## config.mk

```make
export PLATFORM = sky130hd
export DESIGN_NAME = hsv_to_rgb_converter
export DESIGN_NICKNAME = d
export VERILOG_FILES = /design/src/hw/rtl/hsv_pkg.sv /design/src/hw/rtl/hsv_to_rgb_converter.sv /design/src/hw/rtl/hsv_sector.sv /design/src/hw/rtl/hsv_scale.sv /design/src/hw/rtl/hsv_place.sv
export SDC_FILE = /design/constraint.sdc
export NUM_CORES = 1
export LEC_CHECK = 0
export BUFFER_PORTS_ARGS = -buffer_cell sky130_fd_sc_hd__buf_4
export CORE_ASPECT_RATIO = 0.9
export CORE_MARGIN = 2
export CORE_UTILIZATION = 70
export DETAILED_ROUTE_END_ITERATION = 8
export GPL_TIMING_DRIVEN = 0
export MAX_ROUTING_LAYER = met4
export PLACE_DENSITY_LB_ADDON = 0.25
export SYNTH_ARGS = -nofsm -noshare
export SYNTH_HDL_FRONTEND = slang
export SYNTH_HIERARCHICAL = 1
export SYNTH_SLANG_ARGS = --single-unit
```

## constraint.sdc

```tcl
create_clock -name clk -period 14.6 [get_ports clk]
set_input_delay 2.19 -clock clk [delete_from_list [all_inputs] [get_ports clk]]
set_output_delay 2.19 -clock clk [all_outputs]
set_load 0.01 [all_outputs]
```

## src/hw/rtl/hsv_pkg.sv

```systemverilog
// ----------------------------------------------------------------------------
// hsv_pkg
// Shared types, sector codes and scaling constants of the HSV to RGB converter.
// ----------------------------------------------------------------------------
package hsv_pkg;

	localparam int unsigned HUE_W = 9;
	localparam int unsigned CH_W  = 8;

	// largest legal hue, degrees per sector, full scale of a channel
	localparam logic [HUE_W-1:0] HUE_MAX    = 9'd359;
	localparam logic [6:0]       SECTOR_DEG = 7'd60;
	localparam logic [7:0]       FULL       = 8'd255;
	// 255 * 60, the denominator of the secondary channel
	localparam logic [13:0]      SECOND_DEN = 14'd15300;

	// reciprocal of 255: floor(x / 255) = (x * ZERO_RCP) >> 23 for any 16-bit x
	localparam logic [15:0] ZERO_RCP   = 16'd32897;
	localparam int unsigned ZERO_SHIFT = 23;
	// reciprocal of 15300: ceil(2^36 / 15300), exact for any 22-bit numerator
	localparam logic [22:0] SECOND_RCP   = 23'd4491470;
	localparam int unsigned SECOND_SHIFT = 36;

	// sector codes, one per 60-degree slice of the hue circle
	localparam logic [2:0] SEC_RED_YELLOW  = 3'd0;
	localparam logic [2:0] SEC_YELLOW_GRN  = 3'd1;
	localparam logic [2:0] SEC_GRN_CYAN    = 3'd2;
	localparam logic [2:0] SEC_CYAN_BLUE   = 3'd3;
	localparam logic [2:0] SEC_BLUE_MAG    = 3'd4;
	localparam logic [2:0] SEC_MAG_RED     = 3'd5;

	typedef struct packed {
		logic [HUE_W-1:0] hue;
		logic [CH_W-1:0]  saturation;
		logic [CH_W-1:0]  value;
	} hsv_t;

	typedef struct packed {
		logic [CH_W-1:0] red;
		logic [CH_W-1:0] green;
		logic [CH_W-1:0] blue;
	} rgb_t;

	// stage 1: sector and distance from the sector's grey edge
	typedef struct packed {
		logic [2:0]      sector;
		logic [5:0]      k;
		logic [CH_W-1:0] saturation;
		logic [CH_W-1:0] value;
	} sector_t;

	// stage 2: the two first products
	typedef struct packed {
		logic [2:0]      sector;
		logic [CH_W-1:0] value;
		logic [15:0]     zero_prod;
		logic [13:0]     sat_prod;
	} prod_t;

	// stage 3: zero channel done, secondary numerator ready for scaling
	typedef struct packed {
		logic [2:0]      sector;
		logic [CH_W-1:0] value;
		logic [CH_W-1:0] zero;
		logic [21:0]     second_num;
	} scaled_t;

	// per-stage flow control from the top level
	typedef struct packed {
		logic en_s1;
		logic en_s2;
		logic en_s3;
		logic en_s4;
	} stage_en_t;

endpackage

```

## src/hw/rtl/hsv_to_rgb_converter.sv

```systemverilog
// a request's result is valid once it has passed the stage 1, 2, 3 and 4 registers
// throughput: one request per cycle unless stalled; four-stage pipeline, no feedback
// a stalled output holds every full stage behind it; bubbles are filled while stalled
// reset: arst_n clears all stage valid bits asynchronously; data is not reset
// ----------------------------------------------------------------------------
// hsv_to_rgb_converter
// Converts hue, saturation and value into 8-bit red, green and blue.
// ----------------------------------------------------------------------------
module hsv_to_rgb_converter (
	input  logic          clk,
	input  logic          arst_n,
	input  logic          hsv_valid,
	output logic          hsv_stall,
	input  hsv_pkg::hsv_t hsv,
	output logic          rgb_valid,
	input  logic          rgb_stall,
	output hsv_pkg::rgb_t rgb
);
	import hsv_pkg::*;

	stage_en_t en;
	logic      valid_s1;
	sector_t   data_s1;
	logic      valid_s3;
	scaled_t   data_s3;
	logic      valid_s2_seen;

	// a stage moves when it is empty or the stage after it moves
	assign en.en_s4 = !rgb_valid || !rgb_stall;
	assign en.en_s3 = !valid_s3 || en.en_s4;
	assign en.en_s2 = !valid_s2_seen || en.en_s3;
	assign en.en_s1 = !valid_s1 || en.en_s2;
	assign hsv_stall = !en.en_s1;

	hsv_sector u_sector (
		.clk      (clk),
		.arst_n   (arst_n),
		.en       (en.en_s1),
		.valid    (hsv_valid),
		.hsv      (hsv),
		.valid_s1 (valid_s1),
		.data_s1  (data_s1)
	);

	hsv_scale u_scale (
		.clk      (clk),
		.arst_n   (arst_n),
		.en       (en),
		.valid_s1 (valid_s1),
		.data_s1  (data_s1),
		.valid_s3 (valid_s3),
		.data_s3  (data_s3)
	);

	// mirror of the stage 2 valid bit for the flow control chain
	always_ff @(posedge clk or negedge arst_n) begin
		if (!arst_n)
			valid_s2_seen <= 1'b0;
		else if (en.en_s2)
			valid_s2_seen <= valid_s1;
	end

	hsv_place u_place (
		.clk      (clk),
		.arst_n   (arst_n),
		.en       (en.en_s4),
		.valid_s3 (valid_s3),
		.data_s3  (data_s3),
		.valid_s4 (rgb_valid),
		.data_s4  (rgb)
	);

	// empty output register means nothing can block the input
	a_no_stall_when_empty : assert property (@(posedge clk) disable iff (!arst_n)
		!rgb_valid |-> !hsv_stall)
		else $error("input stalled with empty output stage");

	// an accepted request lands in stage 1
	a_accept_fills_s1 : assert property (@(posedge clk) disable iff (!arst_n)
		hsv_valid && !hsv_stall |=> valid_s1)
		else $error("accepted request lost at stage 1");

	// a blocked stage 1 keeps its item
	a_s1_holds : assert property (@(posedge clk) disable iff (!arst_n)
		valid_s1 && !en.en_s2 |=> valid_s1)
		else $error("stage 1 item dropped while blocked");

endmodule

```

## src/hw/rtl/hsv_sector.sv

```systemverilog
// ----------------------------------------------------------------------------
// hsv_sector
// Stage 1: clamps the hue, finds its sector and the secondary weight k.
// ----------------------------------------------------------------------------
module hsv_sector (
	input  logic               clk,
	input  logic               arst_n,
	input  logic               en,
	input  logic               valid,
	input  hsv_pkg::hsv_t      hsv,
	output logic               valid_s1,
	output hsv_pkg::sector_t   data_s1
);
	import hsv_pkg::*;

	logic [HUE_W-1:0] hue_c;
	logic [2:0]       sector;
	logic [HUE_W-1:0] pair_base;
	logic [6:0]       phase;
	logic [5:0]       k;

	// saturate out-of-range hue
	assign hue_c = (hsv.hue > HUE_MAX) ? HUE_MAX : hsv.hue;

	// sector by threshold compare, exact multiples of 60 go to the higher sector
	always_comb begin
		priority if (hue_c < 9'd60)  sector = SEC_RED_YELLOW;
		else if (hue_c < 9'd120)     sector = SEC_YELLOW_GRN;
		else if (hue_c < 9'd180)     sector = SEC_GRN_CYAN;
		else if (hue_c < 9'd240)     sector = SEC_CYAN_BLUE;
		else if (hue_c < 9'd300)     sector = SEC_BLUE_MAG;
		else                         sector = SEC_MAG_RED;
	end

	// start of the 120-degree pair holding this sector
	always_comb begin
		unique case (sector[2:1])
			2'd0:    pair_base = 9'd0;
			2'd1:    pair_base = 9'd120;
			default: pair_base = 9'd240;
		endcase
	end

	// hue mod 120 folded into a triangle peaking at 60
	always_comb begin
		phase = 7'(hue_c - pair_base);
		if (phase >= SECTOR_DEG)
			k = 6'(7'd120 - phase);
		else
			k = phase[5:0];
	end

	always_ff @(posedge clk or negedge arst_n) begin
		if (!arst_n)
			valid_s1 <= 1'b0;
		else if (en)
			valid_s1 <= valid;
	end

	always_ff @(posedge clk) begin
		if (en) begin
			data_s1.sector     <= sector;
			data_s1.k          <= k;
			data_s1.saturation <= hsv.saturation;
			data_s1.value      <= hsv.value;
		end
	end

endmodule

```

## src/hw/rtl/hsv_scale.sv

```systemverilog
// ----------------------------------------------------------------------------
// hsv_scale
// Stages 2 and 3: forms the products and scales the zero channel by 1/255.
// ----------------------------------------------------------------------------
module hsv_scale (
	input  logic               clk,
	input  logic               arst_n,
	input  hsv_pkg::stage_en_t en,
	input  logic               valid_s1,
	input  hsv_pkg::sector_t   data_s1,
	output logic               valid_s3,
	output hsv_pkg::scaled_t   data_s3
);
	import hsv_pkg::*;

	logic        valid_s2;
	prod_t       data_s2;
	logic [5:0]  k_left;
	logic [13:0] second_fac;
	logic [31:0] zero_wide;

	// value * (255 - s) and s * (60 - k)
	assign k_left = 6'(SECTOR_DEG) - data_s1.k;

	always_ff @(posedge clk or negedge arst_n) begin
		if (!arst_n) begin
			valid_s2 <= 1'b0;
			valid_s3 <= 1'b0;
		end else begin
			if (en.en_s2)
				valid_s2 <= valid_s1;
			if (en.en_s3)
				valid_s3 <= valid_s2;
		end
	end

	always_ff @(posedge clk) begin
		if (en.en_s2) begin
			data_s2.sector    <= data_s1.sector;
			data_s2.value     <= data_s1.value;
			data_s2.zero_prod <= 16'(data_s1.value) * 16'(FULL - data_s1.saturation);
			data_s2.sat_prod  <= 14'(data_s1.saturation) * 14'(k_left);
		end
	end

	// zero channel by reciprocal multiply, secondary numerator
	assign zero_wide  = 32'(data_s2.zero_prod) * 32'(ZERO_RCP);
	assign second_fac = SECOND_DEN - data_s2.sat_prod;

	always_ff @(posedge clk) begin
		if (en.en_s3) begin
			data_s3.sector     <= data_s2.sector;
			data_s3.value      <= data_s2.value;
			data_s3.zero       <= zero_wide[ZERO_SHIFT +: CH_W];
			data_s3.second_num <= 22'(data_s2.value) * 22'(second_fac);
		end
	end

endmodule

```

## src/hw/rtl/hsv_place.sv

```systemverilog
// ----------------------------------------------------------------------------
// hsv_place
// Stage 4: scales the secondary channel and routes channels per sector.
// ----------------------------------------------------------------------------
module hsv_place (
	input  logic             clk,
	input  logic             arst_n,
	input  logic             en,
	input  logic             valid_s3,
	input  hsv_pkg::scaled_t data_s3,
	output logic             valid_s4,
	output hsv_pkg::rgb_t    data_s4
);
	import hsv_pkg::*;

	logic [44:0]     second_wide;
	logic [CH_W-1:0] second;
	rgb_t            rgb;

	// divide by 15300 through the reciprocal
	assign second_wide = 45'(data_s3.second_num) * 45'(SECOND_RCP);
	assign second      = second_wide[SECOND_SHIFT +: CH_W];

	// chroma, secondary and zero placement per sector
	always_comb begin
		unique case (data_s3.sector)
			SEC_RED_YELLOW: rgb = '{data_s3.value, second, data_s3.zero};
			SEC_YELLOW_GRN: rgb = '{second, data_s3.value, data_s3.zero};
			SEC_GRN_CYAN:   rgb = '{data_s3.zero, data_s3.value, second};
			SEC_CYAN_BLUE:  rgb = '{data_s3.zero, second, data_s3.value};
			SEC_BLUE_MAG:   rgb = '{second, data_s3.zero, data_s3.value};
			default:        rgb = '{data_s3.value, data_s3.zero, second};
		endcase
	end

	always_ff @(posedge clk or negedge arst_n) begin
		if (!arst_n)
			valid_s4 <= 1'b0;
		else if (en)
			valid_s4 <= valid_s3;
	end

	always_ff @(posedge clk) begin
		if (en)
			data_s4 <= rgb;
	end

endmodule
```

==> results.toml <==
[floorplan]
die_w_microns = 185
start_util_pct = 71.2
die_y_microns = 167
ios = 55
coreArea_sq_mm = 0.0290
row_count = 59
die_area_sq_mm = 0.0309

[timing]
hold_viol_final = 0
maxSlewHeadroom_pct = 31.6
clock_skew_ns = 0.0160
finalSetupTns_ns = 0
min_period_ns = 7.10
hold_slack_ns = 0.421
slew_violations = 0
fmax_ghz = 0.141
rsz0062_at_grt = "false"
tightest_slew_ns = 1.02
setup_viol = 0
post-route-period-util_pct = 48.6

[placement]
dp_cells = 2497
port_buffers = 52
place.gp.congestion = 0.945
hpwl_mm = 37.1

[clock_network]
cts_hold_buf = 0
cts_sinks = 136
path_clk_slew_ns = 0.07
htreeDepth = 4
cts_tree = "done"
root_buffer = "clkbuf_16"
numCtsBuffers = 17
insertion_delay_ns = 0.44
clockBufferDepth = 2
cts_resized = 0
cts_setup_buffers = 0

[critical_path]
cp.required_ns = 14.77
cp_max_fo = 7
critPathKind = "reg2reg"
cpMostUsedCell = "inv_1"
crit_family = "adder cells"
ff2ff_setup_slack_ns = 7.50
crit_arrival_ns = 7.27
crit_chain = "ha_1 -> fa_1 -> inv_1 -> fa_1 -> inv_1 -> ha_1 -> inv_1 -> fa_1 -> inv_1 -> fa_1 -> inv_1 -> fa_1 -> inv_1 -> ha_1 -> a21oi_1 -> a21oi_1 -> a211oi_1 -> nand2_1 -> or4b_4 -> a2111oi_4 -> nor3b_2 -> o22ai_1 -> a21oi_1"
r2r_cells = 23
crit_slowest_cell = "edfxtp_1"
critPathBufInv = 6
worstReg2RegStart = "u_scale/data_s3[13]"
end_kind = "flip-flop"
r2r-end = "u_place/data_s4[7]"
max_stage_delay_ns = 0.62
critPathLaunchType = "flip-flop"

[min_path]
min_from = "u_scale/data_s2[38]"
hold_path.class = "reg2reg"
hold_path_depth = 0
hold_end = "u_scale/data_s3[38]"

[synth]
ys.flop_type = "edfxtp_1"
synth.distinct_cells = 86
synth_cells = 2047
synth_edf_count = 131
ys_seq_elements = 136
yosys.area_share.simple_pct = 13.0
ys_seq_area_share_pct = 19.6
synth_xor_area_share_pct = 3.08
synthAdderAreaFrac_pct = 46.8
yosysTopAreaCellShare_pct = 24.0
synth_most_common_cell = "inv_1"
synth_top_family_by_area = "adder cells"
yosysTopAreaCell = "fa_1"
yosysWarningCount = 6
netlist_area_sq_mm = 0.0207
synthMuxAreaShare_pct = 0.715
syn_nets = 2700
synth_compound_area_share_pct = 8.54
async_flop_share_pct = 3.68
yosys-top-cells-count = "413 x inv_1, 376 x ha_1, 248 x fa_1"
ys_top_cells_by_area = "fa_1 24%, ha_1 23%, edfxtp_1 19%, inv_1 7.5%, and2_1 2.8%"
syn_avg_cell_area_sq_um = 10.1

[finish]
area_growth_pct = 7.54
diodes = 0
fillers = 1924
layout.nets = 2773
layout-drive-gt1-share_pct = 6.00
layout.cells.non_filler = 2529
post-route-util_pct = 76.6

[detailed_routing]
routed_wl_mm = 44.8
drc_errors = 0
post_drt_via_cell_ratio = 5.85
wl_per_cell_microns = 17.7
ant_nets = 0
vias = 14800
drt_iter0_markers = 1022
first_pass_iters = 5

[grt]
grt_max_degree = 43
grt_pass1_wl_mm = 73.7
antenna_found_initial = 0
grt-ovfl-total = 0
grt_pass1_vias = 15400
grt_usage_pct = 31.2

[run_status]
outcome = "completed"

[flow_run]
maxCapViolations = 0
## final cells by class
| type | count | area [sq um] | share of cell area (%) |
|---|---|---|---|
| clock inverters | 15 | 199 | 0.895 |
| plain buffers | 37 | 149 | 0.670 |
| flip-flops and latches | 136 | 4060 | 18.3 |
| multi-input cells | 1459 | 14900 | 67.1 |
| well taps | 396 | 495 | 2.23 |
| repair buffers | 54 | 433 | 1.95 |
| inverters | 415 | 1560 | 7.01 |
| clock buffers | 17 | 425 | 1.91 |
## per-layer routing
layer	wire length (microns)	track usage, %	part of all wire (%)
met5	0	-	0
met4	1400	11.0	3.1
met3	2520	4.77	5.6
met2	22100	51.8	49
met1	18800	39.0	42
## cell families (layout without fill, tap and decap cells)
kind of cell | count (synthesis) | after routing
AOI/OAI and AO/OA | 256 | 256
xor gates and xnor gates | 71 | 71
adders and majority gates | 624 | 624
buffers and inverters | 452 | 538
DFF | 136 | 136
muxes | 14 | 14
and+or+nand+nor | 494 | 494
## sequential cells by signal (all words and copies together), names as in the netlist
register / flops
u_sector/valid_s1: 1
u_sector/data_s1: 25
u_scale/data_s3: 41
valid_s2_seen: 1
u_place/valid_s4: 1
u_scale/data_s2: 41
u_scale/valid_s3: 1
u_place/data_s4: 24
u_scale/valid_s2: 1
## placed cells by master (no fill, tap or decap), types with 5 or more instances in the layout
cell / n
a21oi_1: 69
or3_1: 5
nor3_1: 21
ha_1: 376
fa_1: 248
mux2i_1: 8
or2_2: 11
o211ai_1: 7
clkbuf_1: 29
dfrtp_1: 5
and3_1: 10
o21ai_0: 47
a2bb2oi_1: 5
edfxtp_1: 131
o21bai_1: 9
o21a_1: 9
inv_8: 5
nand3b_1: 9
xnor2_1: 39
buf_4: 52
mux2_2: 6
clkbuf_16: 17
nor2b_1: 83
o22ai_1: 7
nand2_1: 106
nand2b_1: 41
nor2_1: 64
nand3_1: 23
xor2_1: 31
inv_1: 412
a31oi_1: 12
and2_1: 92
a211oi_1: 9
a21o_1: 16
nand4_1: 8
## metrics by stage
stage	area, sq um	worst slack [ns]
2_1_floorplan	20700	8.44
6_report	22200	7.50
3_5_place_dp	21600	7.56
3_3_place_gp	21500	7.67
5_1_grt	22200	7.41
4_1_cts	22200	7.54
## worst max path at each step
stage / from / end / slack [ns] / depth (start not counted)
6_report: u_scale/data_s3[13] / u_place/data_s4[7] / 7.50 / 23
5_1_grt: u_scale/data_s3[13] / u_place/data_s4[17] / 7.41 / 23
4_1_cts: u_scale/data_s3[13] / u_place/data_s4[22] / 7.54 / 23
3_5_place_dp: u_scale/data_s3[13] / u_place/data_s4[22] / 7.56 / 23
3_3_place_gp: u_scale/data_s3[13] / u_place/data_s4[22] / 7.67 / 23
2_1_floorplan: u_scale/data_s3[13] / u_place/data_s4[7] / 8.44 / 23
Power is left out: the tool's default activity adds up to more than one toggle a clock period on the data nets, which glitch-free logic cannot reach.
